$ cat config.mk
export PLATFORM = sky130hd
export DESIGN_NAME = line_clip_to_rectangle_core
export DESIGN_NICKNAME = d
export VERILOG_FILES = /design/src/hdl/lclip_pkg.sv /design/src/hdl/lclip_ctrl.sv /design/src/hdl/lclip_dp.sv /design/src/hdl/line_clip_to_rectangle_core.sv
export VERILOG_INCLUDE_DIRS = /design/src /design/src/hdl
export SDC_FILE = /design/constraint.sdc
export NUM_CORES = 1
export LEC_CHECK = 0
export ABC_CLOCK_PERIOD_IN_PS = 17350
export CORE_MARGIN = 2
export CORE_UTILIZATION = 30
export CTS_BUF_LIST = sky130_fd_sc_hd__clkbuf_2
export CTS_CLUSTER_SIZE = 16
export DETAILED_ROUTE_END_ITERATION = 8
export DONT_BUFFER_PORTS = 1
export SLEW_MARGIN = 20
export SYNTH_ARGS = -nofsm -noshare
export SYNTH_HDL_FRONTEND = slang
export SYNTH_SLANG_ARGS = --single-unit
export TNS_END_PERCENT = 10
$ cat constraint.sdc
create_clock -name clk -period 17.35 [get_ports clk]
set_clock_uncertainty 0.05 [all_clocks]
set_input_delay 0 -clock clk [delete_from_list [all_inputs] [get_ports clk]]
set_output_delay 0 -clock clk [all_outputs]
set_load 0.02 [all_outputs]
$ cat src/hdl/assert_macros.svh
// Assertion helpers; define ASSERT_OFF to compile them out.
`ifndef ASSERT_MACROS_SVH
`define ASSERT_MACROS_SVH
`ifndef ASSERT_OFF
`define AST_IMP(lbl, clk, rst_n, ante, cons) \
  lbl: assert property (@(posedge clk) disable iff (!rst_n) (ante) |-> (cons)) \
    else $error("assertion failed");
`define AST_NXT(lbl, clk, rst_n, ante, cons) \
  lbl: assert property (@(posedge clk) disable iff (!rst_n) (ante) |=> (cons)) \
    else $error("assertion failed");
`else
`define AST_IMP(lbl, clk, rst_n, ante, cons)
`define AST_NXT(lbl, clk, rst_n, ante, cons)
`endif
`endif

$ cat src/hdl/lclip_pkg.sv
package lclip_pkg;

  typedef logic [1:0] reg_idx_t;
  localparam reg_idx_t REG_LEFT   = 2'd0;
  localparam reg_idx_t REG_TOP    = 2'd1;
  localparam reg_idx_t REG_RIGHT  = 2'd2;
  localparam reg_idx_t REG_BOTTOM = 2'd3;

  localparam logic [3:0] OC_TOP    = 4'd1;
  localparam logic [3:0] OC_RIGHT  = 4'd2;
  localparam logic [3:0] OC_BOTTOM = 4'd4;
  localparam logic [3:0] OC_LEFT   = 4'd8;

  localparam logic [2:0] CLIP_PASSES = 3'd4;

  typedef struct packed {
    logic load;
    logic setup;
    logic mul_step;
    logic div_step;
    logic update;
    logic out_load;
  } cmd_t;

  typedef struct packed {
    logic settled;
    logic in_rect;
  } sts_t;

endpackage

$ cat src/hdl/lclip_ctrl.sv
module lclip_ctrl #(
  parameter int COORD_BITS = 16
) (
  input  logic            clk,
  input  logic            rst_n,
  input  logic            in_tvalid,
  output logic            in_tready,
  output logic            out_tvalid,
  input  logic            out_tready,
  input  lclip_pkg::sts_t sts,
  output lclip_pkg::cmd_t cmd
);

  localparam int DW    = COORD_BITS + 1;
  localparam int PW    = 2 * DW;
  localparam int CNT_W = $clog2(PW + 1);

  typedef enum logic [2:0] {S_IDLE, S_CHECK, S_MUL, S_DIV, S_UPD, S_DONE} state_t;

  state_t           state_r;
  logic [CNT_W-1:0] cnt_r;
  logic [2:0]       pass_r;
  logic             out_valid_r;
  logic             slot_free;

  assign slot_free  = !out_valid_r || out_tready;
  assign in_tready  = (state_r == S_IDLE);
  assign out_tvalid = out_valid_r;

  always_comb begin
    cmd          = '0;
    cmd.load     = (state_r == S_IDLE) && in_tvalid;
    cmd.setup    = (state_r == S_CHECK) && !sts.settled && (pass_r != lclip_pkg::CLIP_PASSES);
    cmd.mul_step = (state_r == S_MUL);
    cmd.div_step = (state_r == S_DIV);
    cmd.update   = (state_r == S_UPD);
    cmd.out_load = (state_r == S_DONE) && slot_free;
  end

  always_ff @(posedge clk) begin
    if (!rst_n) begin
      state_r     <= S_IDLE;
      cnt_r       <= '0;
      pass_r      <= '0;
      out_valid_r <= 1'b0;
    end else begin
      if (cmd.out_load)    out_valid_r <= 1'b1;
      else if (out_tready) out_valid_r <= 1'b0;
      unique case (state_r)
        S_IDLE: begin
          if (in_tvalid) begin
            pass_r  <= '0;
            state_r <= S_CHECK;
          end
        end
        S_CHECK: begin
          cnt_r <= '0;
          if (cmd.setup) state_r <= S_MUL;
          else           state_r <= S_DONE;
        end
        S_MUL: begin
          if (cnt_r == CNT_W'(DW - 1)) begin
            cnt_r   <= '0;
            state_r <= S_DIV;
          end else begin
            cnt_r <= cnt_r + 1'b1;
          end
        end
        S_DIV: begin
          if (cnt_r == CNT_W'(PW - 1)) state_r <= S_UPD;
          else                         cnt_r   <= cnt_r + 1'b1;
        end
        S_UPD: begin
          pass_r  <= pass_r + 1'b1;
          state_r <= S_CHECK;
        end
        S_DONE: begin
          if (slot_free) state_r <= S_IDLE;
        end
        default: state_r <= S_IDLE;
      endcase
    end
  end

endmodule

$ cat src/hdl/lclip_dp.sv
module lclip_dp #(
  parameter int COORD_BITS = 16
) (
  input  logic                       clk,
  input  logic                       cfg_we,
  input  lclip_pkg::reg_idx_t        cfg_index,
  input  logic [COORD_BITS-1:0]      cfg_wdata,
  input  logic [4*COORD_BITS-1:0]    in_coords,
  output logic [4*COORD_BITS-1:0]    out_coords,
  output logic                       out_inside,
  input  lclip_pkg::cmd_t            cmd,
  output lclip_pkg::sts_t            sts,
  input  logic                       rst_n
);

  localparam int CW = COORD_BITS;
  localparam int DW = CW + 1;
  localparam int PW = 2 * DW;

  logic signed [CW-1:0] left_r, top_r, right_r, bottom_r;
  logic signed [CW-1:0] px_r, py_r, qx_r, qy_r;
  logic signed [CW-1:0] base_r, edge_r;
  logic                 horiz_r, to_p_r, neg_r;
  logic [PW-1:0]        acc_r, mcand_r;
  logic [DW-1:0]        mplier_r, den_r, rem_r;
  logic [4*CW-1:0]      out_coords_r;
  logic                 out_inside_r;

  logic [3:0]           cp, cq, co;
  logic signed [DW-1:0] dlt, num, den;
  logic signed [CW-1:0] base_v, edge_v;
  logic                 horiz_v;
  logic [DW:0]          trial;
  logic [DW-1:0]        quo;
  logic signed [DW-1:0] squo;
  logic signed [DW:0]   res_w;
  logic signed [CW-1:0] res;

  function automatic logic [3:0] outcode(input logic signed [CW-1:0] x,
                                         input logic signed [CW-1:0] y);
    logic [3:0] c;
    c = 4'd0;
    if (y < top_r)         c = lclip_pkg::OC_TOP;
    else if (y > bottom_r) c = lclip_pkg::OC_BOTTOM;
    if (x > right_r)       c = c | lclip_pkg::OC_RIGHT;
    else if (x < left_r)   c = c | lclip_pkg::OC_LEFT;
    return c;
  endfunction

  function automatic logic [DW-1:0] mag(input logic signed [DW-1:0] v);
    return v[DW-1] ? DW'(-v) : DW'(v);
  endfunction

  assign cp = outcode(px_r, py_r);
  assign cq = outcode(qx_r, qy_r);
  assign co = (cp != 4'd0) ? cp : cq;
  assign sts.in_rect = ((cp | cq) == 4'd0);
  assign sts.settled = sts.in_rect || ((cp & cq) != 4'd0);

  // pick the edge and the interpolation terms for this pass
  always_comb begin
    horiz_v = 1'b1;
    base_v  = px_r;
    edge_v  = top_r;
    dlt     = DW'(qx_r) - DW'(px_r);
    num     = DW'(top_r) - DW'(py_r);
    den     = DW'(qy_r) - DW'(py_r);
    if ((co & lclip_pkg::OC_TOP) != 4'd0) begin
      edge_v = top_r;
    end else if ((co & lclip_pkg::OC_BOTTOM) != 4'd0) begin
      edge_v = bottom_r;
      num    = DW'(bottom_r) - DW'(py_r);
    end else begin
      horiz_v = 1'b0;
      base_v  = py_r;
      edge_v  = ((co & lclip_pkg::OC_RIGHT) != 4'd0) ? right_r : left_r;
      dlt     = DW'(qy_r) - DW'(py_r);
      num     = DW'(edge_v) - DW'(px_r);
      den     = DW'(qx_r) - DW'(px_r);
    end
  end

  assign trial = {rem_r, acc_r[PW-1]};
  assign quo   = acc_r[DW-1:0];
  assign squo  = neg_r ? -$signed(quo) : $signed(quo);
  assign res_w = (DW+1)'(base_r) + (DW+1)'(squo);
  assign res   = res_w[CW-1:0];

  always_ff @(posedge clk) begin
    if (!rst_n) begin
      left_r   <= '0;
      top_r    <= '0;
      right_r  <= CW'(1023);
      bottom_r <= CW'(1023);
    end else if (cfg_we) begin
      unique case (cfg_index)
        lclip_pkg::REG_LEFT:   left_r   <= cfg_wdata;
        lclip_pkg::REG_TOP:    top_r    <= cfg_wdata;
        lclip_pkg::REG_RIGHT:  right_r  <= cfg_wdata;
        lclip_pkg::REG_BOTTOM: bottom_r <= cfg_wdata;
        default: ;
      endcase
    end
  end

  always_ff @(posedge clk) begin
    if (cmd.load) begin
      px_r <= in_coords[CW-1:0];
      py_r <= in_coords[2*CW-1:CW];
      qx_r <= in_coords[3*CW-1:2*CW];
      qy_r <= in_coords[4*CW-1:3*CW];
    end
    if (cmd.setup) begin
      mcand_r  <= PW'(mag(dlt));
      mplier_r <= mag(num);
      den_r    <= mag(den);
      acc_r    <= '0;
      rem_r    <= '0;
      neg_r    <= (dlt[DW-1] ^ num[DW-1]) ^ den[DW-1];
      base_r   <= base_v;
      edge_r   <= edge_v;
      horiz_r  <= horiz_v;
      to_p_r   <= (cp != 4'd0);
    end
    // shift-add multiply, one multiplier bit a beat
    if (cmd.mul_step) begin
      if (mplier_r[0]) acc_r <= acc_r + mcand_r;
      mcand_r  <= mcand_r << 1;
      mplier_r <= mplier_r >> 1;
    end
    // restoring divide, quotient shifts into acc from the bottom
    if (cmd.div_step) begin
      if (trial >= {1'b0, den_r}) begin
        rem_r <= DW'(trial - {1'b0, den_r});
        acc_r <= {acc_r[PW-2:0], 1'b1};
      end else begin
        rem_r <= trial[DW-1:0];
        acc_r <= {acc_r[PW-2:0], 1'b0};
      end
    end
    if (cmd.update) begin
      if (to_p_r) begin
        px_r <= horiz_r ? res : edge_r;
        py_r <= horiz_r ? edge_r : res;
      end else begin
        qx_r <= horiz_r ? res : edge_r;
        qy_r <= horiz_r ? edge_r : res;
      end
    end
    if (cmd.out_load) begin
      out_coords_r <= {qy_r, qx_r, py_r, px_r};
      out_inside_r <= sts.in_rect;
    end
  end

  assign out_coords = out_coords_r;
  assign out_inside = out_inside_r;

endmodule

$ cat src/hdl/line_clip_to_rectangle_core.sv
// Cohen-Sutherland clipper for one 2D line segment at a time.
// Input beat (in_*): the segment's two endpoints; accepted when
// in_tvalid and in_tready are both high. Output beat (out_*): the endpoints
// as clipped, with out_tuser high when the segment lies inside the rectangle.
// The rectangle sits in four registers written through cfg_we/cfg_index/
// cfg_wdata (left, top, right, bottom); write them only while idle.
// Each item runs up to four clip passes on one shared unit: a shift-add
// multiply, then a restoring divide, then an update and a check state;
// one item is in work at a time.
// The result sits in an output register, so in_tready returns while it
// waits; a stalled receiver holds the next result in the unit until the
// register frees, and in_tready stays low meanwhile.
// Reset (rst_n low, synchronous) empties the unit and output and sets the
// rectangle to left 0, top 0, right 1023, bottom 1023.
`include "assert_macros.svh"
module line_clip_to_rectangle_core #(
  parameter int COORD_BITS = 16
) (
  input  logic                                clk,
  input  logic                                rst_n,
  input  logic                                cfg_we,
  input  lclip_pkg::reg_idx_t                 cfg_index,
  input  logic [COORD_BITS-1:0]               cfg_wdata,
  input  logic                                in_tvalid,
  output logic                                in_tready,
  // start_x, start_y, end_x, end_y, zero pad
  input  logic [((4*COORD_BITS+7)/8)*8-1:0]   in_tdata,
  output logic                                out_tvalid,
  input  logic                                out_tready,
  // out_start_x, out_start_y, out_end_x, out_end_y, zero pad
  output logic [((4*COORD_BITS+7)/8)*8-1:0]   out_tdata,
  // accepted
  output logic                                out_tuser
);

  localparam int TW = ((4*COORD_BITS+7)/8)*8;

  lclip_pkg::cmd_t             cmd;
  lclip_pkg::sts_t             sts;
  logic [4*COORD_BITS-1:0]     coords;

  lclip_ctrl #(.COORD_BITS(COORD_BITS)) u_ctrl (
    .clk        (clk),
    .rst_n      (rst_n),
    .in_tvalid  (in_tvalid),
    .in_tready  (in_tready),
    .out_tvalid (out_tvalid),
    .out_tready (out_tready),
    .sts        (sts),
    .cmd        (cmd)
  );

  lclip_dp #(.COORD_BITS(COORD_BITS)) u_dp (
    .clk        (clk),
    .cfg_we     (cfg_we),
    .cfg_index  (cfg_index),
    .cfg_wdata  (cfg_wdata),
    .in_coords  (in_tdata[4*COORD_BITS-1:0]),
    .out_coords (coords),
    .out_inside (out_tuser),
    .cmd        (cmd),
    .sts        (sts),
    .rst_n      (rst_n)
  );

  assign out_tdata = TW'(coords);

  `AST_NXT(a_one_in_work, clk, rst_n, in_tvalid && in_tready, !in_tready)
  `AST_IMP(a_no_overwrite, clk, rst_n, cmd.out_load, !out_tvalid || out_tready)
  `AST_IMP(a_one_step, clk, rst_n, 1'b1,
           $onehot0({cmd.load, cmd.setup, cmd.mul_step, cmd.div_step, cmd.update}))

endmodule
# Yosys cells after proc, flatten, opt, wreduce, memory -nomap -nowiden
# Cells that the tools add are included.
[word_totals]
regBits = 360
in_bits = 87
out_inout_bits = 67
elab_cells = 159
[classes]
n_addsub = 14
n_lt_le_gt_ge = 9
n_eq_ne = 16
muxes = 64
n_bitwise = 4
reduce_logical = 25
[ops]
columns = ["operator", "n"]
rows = [
  ["$mux 16", 23],
  ["$mux 34", 6],
  ["$mux 17", 11],
  ["$sub 16x16->17", 5],
  ["$gt 16x16->1", 4],
  ["$lt 16x16->1", 4],
  ["$neg 17->17", 3],
  ["$add 34x34->34", 1],
  ["$mux 3", 11],
  ["$ge 18x17->1", 1],
  ["$pmux 3 s6", 1],
  ["$pmux 6 s3", 1],
  ["$sub 17x17->17", 1],
  ["$add 16x16->16", 1],
  ["$mux 4", 4],
  ["$neg 16->16", 1],
  ["$mux 6", 2],
  ["$reduce_and 2->1", 6],
  ["$reduce_bool 2->1", 4],
  ["$reduce_bool 4->1", 2],
  ["$add 6x1->6 const B", 1],
  ["$eq 3x2->1 const B", 2],
  ["$eq 3x3->1 const B", 2],
  ["$eq 6x5->1 const B", 1],
  ["21 further kinds", 34],
]

# Longest topological paths before layout
# Gate-level depths: netlist of run 1.
[depth]
word_depth = 15
depth_mapped = 27
ltp_nobuf = 26

# Modules after synthesis
# Synthesis of run 1 repeated with hierarchy kept, for this count alone.
[unflattened]
hier_cells = 2807
hier_area_um2 = 25219.2
[modules_own_cells]
columns = ["module", "n_inst", "cells_per_inst", "area_each_um2", "seq_area_each_um2"]
rows = [
  ["lclip_dp", 1, 2709, 24402.2, 8778.4],
  ["lclip_ctrl", 1, 98, 817.0, 260.2],
]

# Worst setup path before layout of run 1
# No wires, ideal clock.
[synth_path]
path_kind = "register to register"
startpoint = "reg u_dp.py_r[1]"
endpoint = "reg u_dp.mplier_r[15] (data pin)"
setup_ns = 0.135
arrival_ns = 5.861
t_required_ns = 17.165
path_slack_ns = 11.303
stages_incl_launch_ff = 26
n_path_buf = 1
period_less_slack_ns = 6.047
path_cell_list = "dfxtp_1 -> inv_1 -> ha_1 -> nor2b_1 -> o31a_1 -> o221ai_1 -> a2111o_1 -> a21oi_1 -> nand3_1 -> o21ai_0 -> clkbuf_1 -> nand2_1 -> o21ai_0 -> ha_1 -> and2_1 -> a311oi_1 -> nand3_1 -> a31o_2 -> a21oi_1 -> xnor2_1 -> a32oi_1 -> o21ai_0 -> nor4_2 -> nand2_1 -> or4b_1 -> nand3_1"
[synth_between]
elab_chain_len = 15
elab_cells_between_ends = 18
cone_classes = "4 x add/sub; 2 x order compare; 11 x mux; 1 x reduce/logical"
[synth_rtl]
columns = ["item", "line", "rtl"]
rows = [
  ["start: declaration", "lclip_dp.sv:21", "logic signed [CW-1:0] px_r, py_r, qx_r, qy_r;"],
  ["start signal: assignment", "lclip_dp.sv:109", "py_r <= in_coords[2*CW-1:CW];"],
  ["start signal: assignment", "lclip_dp.sv:144", "py_r <= horiz_r ? edge_r : res;"],
  ["$gt 16x16->1", "lclip_dp.sv:44", "else if (y > bottom_r) c = lclip_pkg::OC_BOTTOM;"],
  ["$mux 3", "lclip_dp.sv:44", ""],
  ["$mux 3", "lclip_dp.sv:43", "if (y < top_r) c = lclip_pkg::OC_TOP;"],
  ["$mux 4", "lclip_dp.sv:46", "else if (x < left_r) c = c | lclip_pkg::OC_LEFT;"],
  ["$mux 4", "lclip_dp.sv:45", "if (x > right_r) c = c | lclip_pkg::OC_RIGHT;"],
  ["$reduce_bool 4->1", "lclip_dp.sv:56", "assign co = (cp != 4'd0) ? cp : cq;"],
  ["$mux 3", "lclip_dp.sv:56", ""],
  ["$mux 16", "lclip_dp.sv:76", "edge_v = ((co & lclip_pkg::OC_RIGHT) != 4'd0) ? right_r : left_r;"],
  ["$sub 16x16->17", "lclip_dp.sv:78", "num = DW'(edge_v) - DW'(px_r);"],
  ["$mux 17", "lclip_dp.sv:70", "end else if ((co & lclip_pkg::OC_BOTTOM) != 4'd0) begin"],
  ["$mux 17 *", "lclip_dp.sv:68", "if ((co & lclip_pkg::OC_TOP) != 4'd0) begin"],
  ["$neg 17->17", "lclip_dp.sv:51", "return v[DW-1] ? DW'(-v) : DW'(v);"],
  ["$mux 17 *", "lclip_dp.sv:51", ""],
  ["$mux 16 *", "lclip_dp.sv:113", "if (cmd.setup) begin"],
  ["$mux 16 *", "lclip_dp.sv:126", "if (cmd.mul_step) begin"],
  ["end signal: assignment", "lclip_dp.sv:115", "mplier_r <= mag(num);"],
  ["end signal: assignment", "lclip_dp.sv:129", "mplier_r <= mplier_r >> 1;"],
  ["end: declaration", "lclip_dp.sv:25", "logic [DW-1:0] mplier_r, den_r, rem_r;"],
]
# Mark *: on every way between the ends. The rest lies on a longest branch, timed or not. The select of a mux whose other input is x is not followed.
# A chain may end at the register's enable or synchronous reset.

# Final worst setup path of run 1
# Same ends and word-level chain as after synthesis.

==> flow_summary.ini, run 1 <==
[cts]
ctsResizeCount = 0
cts_made_buffers = 99
clk_sinks = 360
clkSlewWorstSetupHoldPaths_ps = 110
cts_tree = built
max-clock-path-buffers = 3
clkLatencyLatePin_ps = 1170
clk_root_buffer_cell = sky130_fd_sc_hd__clkbuf_2
cts_setup_buffers = 0
ctsHtreeMaxLevel = 3
holdBufCountCts = 242

[placement]
gp_routability_congestion = 0.9681
place.port_buffers = 0
detailed_place_hpwl_um = 71020

[die]
floorplan.rows = 106
initial_utilization_pct = 30.32
die_area_um2 = 87070
fp.coreArea_um2 = 83820
die_w_um = 295.1
die_y_um = 295.1
top_ports = 154

[critical_path]
crit_path_top_delay_cell = sky130_fd_sc_hd__a21oi_1
crit_family = compound AO/OA/AOI/OAI gates
worst-endpoint-arrival_ps = 8580
timing.critical_path.required_ps = 18320
critical-path-top-cell-by-count = sky130_fd_sc_hd__nand3_1
worst-setup-path-type = flop to flop
timing.critical_path.fanout_max = 31
critical_path_buf_inv_count = 2
timing.critical_path.slowest_cell_delay_ps = 790
cp-start-kind = flop
timing.critical_path.to_type = flop

[synth]
synth.net_count = 3218
synth-async-reset-ratio_pct = 0
synth_enable_flop_cells = 183
post_synth.cell_area_avg_um2 = 8.838
ys_seq_elements = 360
synth_ff_type = sky130_fd_sc_hd__edfxtp_1
synth.lib_cells_used.distinct = 92
ys_warn_count = 0
synth-seq-area-share_pct = 35.56
post_synth_inst_count = 2876
syn-cell-area_um2 = 25420

[layout]
area.growth.synth_to_final_pct = 18.44
fillerInstances = 8763
nets_final = 3483
post_route_cells_drive_above_1_share_pct = 7.847

[timing]
fin_crit_sh_pct = 43.87
fmax_mhz = 131.4
relSlewSlack_pct = 19.14
fin_setup_tns_ps = 0
report.final.setup_viol = 0
hold_viol = 0
transition_time_of_the_tightest_slew_check_pin_ps = 1197
grt_setup_unrepaired = false
slew_violations = 0
fin_crit_ps = 7611

[detailed_routing]
detail-route-antenna-nets = 0
wirelength_um = 96050
route.detailed.vias_per_inst = 5.329
drc_viols = 0
vias = 23280
avgRoutedWirePerCell_um = 21.99
number_of_detailed_routing_iterations_run_before_antenna_repair = 5
initialDrtViolationCount = 2058

[min_path]
min-delay-path-class = input port to flop

[global_routing]
grt_remaining_overflow = 0
grt.met3_usage_pct = 5.338
largest_net_degree_at_the_start_of_global_routing = 87
grt_util_met2_pct = 34.33
grt_usage_pct = 21.69
grt_pass1_wl_um = 141100
met1_capacity_usage_during_global_routing_pct = 28.02
grt_pass1_vias = 22220
grt_antenna_before_repair = 12
grt-busiest-layer = met2

[status]
run_status = finished clean

[job]
maximum_capacitance_violations = 0
registers in the layout, indices dropped and copies added, names as in the netlist, 17 cells and up:
name	count
u_dp.acc_r	34
u_dp.mcand_r	34
u_dp.den_r	17
u_dp.rem_r	17
u_dp.out_coords	64
u_dp.mplier_r	17
synth_stat cells (37+ instances only):
cell | number | area share, %
sky130_fd_sc_hd__clkbuf_1 | 89 | 1.3
sky130_fd_sc_hd__xnor2_1 | 120 | 4.1
sky130_fd_sc_hd__nand2_1 | 340 | 5.0
sky130_fd_sc_hd__a211oi_1 | 45 | 1.3
sky130_fd_sc_hd__a21oi_1 | 203 | 4.0
sky130_fd_sc_hd__o21ai_0 | 147 | 2.9
sky130_fd_sc_hd__mux2i_1 | 94 | 3.7
sky130_fd_sc_hd__a21o_1 | 51 | 1.5
sky130_fd_sc_hd__dfxtp_1 | 177 | 14
sky130_fd_sc_hd__edfxtp_1 | 183 | 22
sky130_fd_sc_hd__nand3_1 | 40 | 0.79
sky130_fd_sc_hd__and2_1 | 55 | 1.4
sky130_fd_sc_hd__o21a_1 | 37 | 1.1
sky130_fd_sc_hd__a21boi_0 | 58 | 1.7
sky130_fd_sc_hd__nor3_1 | 48 | 0.95
sky130_fd_sc_hd__xor2_1 | 51 | 1.8
sky130_fd_sc_hd__inv_1 | 176 | 2.6
sky130_fd_sc_hd__ha_1 | 247 | 12
sky130_fd_sc_hd__nor2_1 | 244 | 3.6
worst register-to-register path: stages (launching register included):
cell	delay (ps)
sky130_fd_sc_hd__dfxtp_1	380
sky130_fd_sc_hd__inv_1	220
sky130_fd_sc_hd__ha_1	350
sky130_fd_sc_hd__nor2b_1	180
sky130_fd_sc_hd__o31a_1	260
sky130_fd_sc_hd__o221ai_1	180
sky130_fd_sc_hd__a2111o_1	510
sky130_fd_sc_hd__a21oi_1	790
sky130_fd_sc_hd__nand3_1	320
sky130_fd_sc_hd__o21ai_2	210
sky130_fd_sc_hd__buf_4	310
sky130_fd_sc_hd__nand2_1	90
sky130_fd_sc_hd__o21ai_0	130
sky130_fd_sc_hd__ha_1	350
sky130_fd_sc_hd__and2_1	200
sky130_fd_sc_hd__a311oi_1	350
sky130_fd_sc_hd__nand3_1	200
sky130_fd_sc_hd__a31o_2	290
sky130_fd_sc_hd__a21oi_1	170
sky130_fd_sc_hd__xnor2_1	110
sky130_fd_sc_hd__a32oi_1	190
sky130_fd_sc_hd__o21ai_0	230
sky130_fd_sc_hd__nor4_2	650
sky130_fd_sc_hd__nand2_1	130
sky130_fd_sc_hd__or4b_1	560
sky130_fd_sc_hd__nand3_1	90
cells in the final DEF (no fill, tap or decap), drive strengths merged, types with 51 or more instances in the layout:
cell,netlist,layout
nand2,340,340
a21boi,59,59
xnor2,120,120
edfxtp,183,183
a21oi,203,203
o21ai,150,150
ha,247,247
a21o,51,51
dlygate4sd3,0,240
dfxtp,177,177
mux2i,94,94
clkbuf,89,151
and2,57,57
nor2,245,245
inv,177,178
xor2,51,51
layout make-up:
cell class / count / area [um2] / area share, %
Timing Repair Buffer: 275 / 2705 / 8.986
Tap cell: 1134 / 1419 / 4.713
Inverter: 178 / 668.1 / 2.219
Multi-Input combinational cell: 2227 / 15320 / 50.89
Sequential cell: 360 / 9039 / 30.02
Antenna cell: 11 / 27.53 / 0.09144
Clock buffer: 151 / 755.7 / 2.510
Clock inverter: 33 / 170.2 / 0.5653
final timing paths:
path | start | cells past startpoint | to | slack, ps
worst max-delay path | u_dp.py_r[1]$_DFF_P_ | 25 | u_dp.mplier_r[15]$_DFFE_PP_ | 9740
worst min-delay path | in_tdata[12] | 4 | u_dp.px_r[12]$_DFF_P_ | 110
worst max register to register | u_dp.py_r[1]$_DFF_P_ | 25 | u_dp.mplier_r[15]$_DFFE_PP_ | 9740
worst min register to register | u_dp.py_r[7]$_DFF_P_ | 0 | u_dp.out_coords[23]$_DFFE_PP_ | 400
through the flow:
step                      area [um2]  util, %  hold WS, ps  cells  setup slack [ps]
after detailed placement       26690    31.85        54.05   3932              9983
after floorplan                25420        -        73.97   2876             11300
after global placement         26690    31.85        46.45   3932             10170
final                          30100    35.91        113.2   4369              9739
after CTS                      30080    35.88        1.079   4358              9956
after global routing           30090    35.90        25.32   4365              9403
cell families after synthesis:
| logic type | after synthesis | share of synthesized area [%] |
|---|---|---|
| and+or+nand+nor | 909 | 16.61 |
| AOI/OAI and AO/OA | 788 | 20.61 |
| DFF | 360 | 35.56 |
| buffers and inverters | 289 | 4.391 |
| adders and majority gates | 255 | 12.79 |
| xor gates and xnor gates | 171 | 5.893 |
| muxes | 104 | 4.145 |
routing by layer:
metal  wire length (um)  vias to the layer above
met3               8262                      236
met2              42840                      944
met4               4338                        8
li1                   -                    11020
met5                 55                        -
met1              40550                    11080
Power of run 1 is not shown: default switching activity piles up to over one toggle a cycle in this logic, so the estimate is an artifact.
==> run 2, diff against run 1 <==
ABC_CLOCK_PERIOD_IN_PS = 6900   (was 17350)
clock period = 6.9 ns   (was 17.35 ns; I/O delays follow)
==> run 2 against run 1 <==
Sequential cell count unchanged; worst setup slack got worse by 9400 ps; utilization is 0.36 points higher; global-route usage grew 0.069 points; register-to-register slack got worse by 9400 ps; non-clock buffer count grew 30; critical path depth decreased by 1; routed wire length up 0.33%; first-iteration DRC count is 25% higher.
==> flow_summary.ini, run 2 (synthesized netlist as in run 1, its figures left out) <==
[critical_path]
critical-path-top-cell-by-count = sky130_fd_sc_hd__nand3_1
worst-endpoint-arrival_ps = 7570
r2r_slack_ps = 310
worst_r2r_end = u_dp.mplier_r[15]$_DFFE_PP_
worstReg2RegStart = u_dp.py_r[3]$_DFF_P_
worstPathCellList = inv_1 > ha_1 > o21a_1 > o31a_1 > o221ai_1 > a2111o_1 > a21oi_1 > nand3_1 > o21ai_2 > nor2_1 > a21oi_1 > inv_1 > ha_1 > nor2b_1 > o2111ai_1 > nand3_1 > a31oi_1 > xnor2_1 > o32ai_1 > o211ai_1 > nor4_2 > nand2_1 > or4b_1 > nand3_1
critical_path_buf_inv_count = 2
timing.critical_path.to_type = flop
crit_family = compound AO/OA/AOI/OAI gates
crit_path_top_delay_cell = sky130_fd_sc_hd__nor4_2
cp-start-kind = flop
worst-setup-path-type = flop to flop
r2r.worst_path.cells = 24
timing.critical_path.slowest_cell_delay_ps = 540
cp-endpoint = u_dp.mplier_r[15]$_DFFE_PP_
cp.depth = 24
timing.critical_path.required_ps = 7870
setup.worst_path.start = u_dp.py_r[3]$_DFF_P_
timing.critical_path.fanout_max = 6

[detailed_routing]
avgRoutedWirePerCell_um = 21.90
detail-route-antenna-nets = 0
vias = 23570
wirelength_um = 96370
number_of_detailed_routing_iterations_run_before_antenna_repair = 6
drc_viols = 0
route.detailed.vias_per_inst = 5.356
initialDrtViolationCount = 2575

[global_routing]
grt_usage_pct = 21.76
grt_remaining_overflow = 0
grt_pass1_wl_um = 141000
grt_antenna_before_repair = 12
grt_pass1_vias = 22420
largest_net_degree_at_the_start_of_global_routing = 65

[cts]
cts_setup_buffers = 0
ctsHtreeMaxLevel = 3
clk_sinks = 360
cts_tree = built
cts_made_buffers = 100
clkSlewWorstSetupHoldPaths_ps = 100
clk_root_buffer_cell = sky130_fd_sc_hd__clkbuf_2
max-clock-path-buffers = 3
clkLatencyLatePin_ps = 1180

[placement]
gp_routability_congestion = 1.002
detailed_place_hpwl_um = 73190
place.port_buffers = 0

[layout]
multiInputGateArea_um2 = 15340
area.growth.synth_to_final_pct = 19.62
largest_register_ffs = 64
fillerInstances = 8703
post_route_cells_drive_above_1_share_pct = 9.055
sequential_cell_area_um2 = 9039
mostFrequentLayoutCell = sky130_fd_sc_hd__nand2_1
most-common-layout-cells = sky130_fd_sc_hd__nand2_1, sky130_fd_sc_hd__ha_1, sky130_fd_sc_hd__nor2_1
nets_final = 3514

[die]
top_ports = 154
die_y_um = 295.1
fp.coreArea_um2 = 83820
floorplan.rows = 106
die_w_um = 295.1
initial_utilization_pct = 30.32
die_area_um2 = 87070

[timing]
fin_setup_tns_ps = 0
transition_time_of_the_tightest_slew_check_pin_ps = 964.9
grt_setup_unrepaired = false
fmax_mhz = 151.7
fin_crit_sh_pct = 95.56
report.final.setup_viol = 0
fin_crit_ps = 6594
slew_violations = 0
relSlewSlack_pct = 35.68
hold_viol = 0

[min_path]
worstHoldStart = in_tdata[35]
min-delay-path-class = input port to flop

[job]
maximum_capacitance_violations = 0

[status]
run_status = finished clean
-- run 2: cell types whose count changed in the layout (fill, tap and decap cells not counted), sizes merged --
cell | before | now
dlygate4sd3 | 240 | 227
clkbuf | 151 | 149
diode | 11 | 9
clkinv | 31 | 36
bufinv | 1 | 4
inv | 178 | 177
clkinvlp | 1 | 0
buf | 35 | 78
-- run 2: worst min-delay path by stage --
stage	to	cells after the start
final	u_dp.qx_r[3]$_DFF_P_	4
after global routing	u_dp.qy_r[11]$_DFF_P_	4
after CTS	u_dp.qx_r[2]$_DFF_P_	4
after detailed placement	u_dp.right_r[0]$_SDFFE_PN1P_	1
after global placement	u_dp.right_r[0]$_SDFFE_PN1P_	1
after floorplan	u_dp.right_r[0]$_SDFFE_PN1P_	2
-- run 2: final cells by class --
cell class / count / share of cell area, %
clock inverter: 39 / 0.8807
multi-input combinational: 2227 / 50.47
clock buffer: 149 / 2.453
tap: 1134 / 4.667
sequential: 360 / 29.73
timing repair buffer: 305 / 9.531
antenna: 9 / 0.07407
inverter: 178 / 2.198
-- run 2: worst min-delay path, cell delays in order --
cell	delay, ps
sky130_fd_sc_hd__dlygate4sd3_1	550
sky130_fd_sc_hd__a211oi_1	70
sky130_fd_sc_hd__dlygate4sd3_1	550
sky130_fd_sc_hd__a21oi_1	120
-- run 2: stage by stage --
stage | setup WS, ps | cells | utilization (%) | hold WS [ps] | area (um2)
after floorplan | 853.4 | 2876 | - | 73.97 | 25420
after global placement | 312.6 | 3975 | 32.23 | 39.70 | 27020
after detailed placement | 312.1 | 3975 | 32.23 | 46.57 | 27020
after CTS | 260.2 | 4392 | 36.22 | 0.8096 | 30360
after global routing | 26.90 | 4399 | 36.27 | 5.212 | 30400
final | 306.4 | 4401 | 36.27 | 106.5 | 30400
-- run 2: timing repair --
action,in CTS,in global routing
resized for setup,0,4
endpoints found under the setup margin,0,16
endpoints found under the hold margin,206,0
hold buffers,229,0
-- run 2: layer usage --
| layer | track usage (%) | vias to the layer above | wire length, um |
|---|---|---|---|
| met4 | 9.583 | 12 | 4439 |
| met3 | 4.774 | 220 | 8292 |
| li1 | - | 11100 | - |
| met1 | 28.94 | 11240 | 41530 |
| met2 | 33.80 | 998 | 42030 |
| met5 | 0 | - | 80 |
Power of run 2 is left out for the same reason.
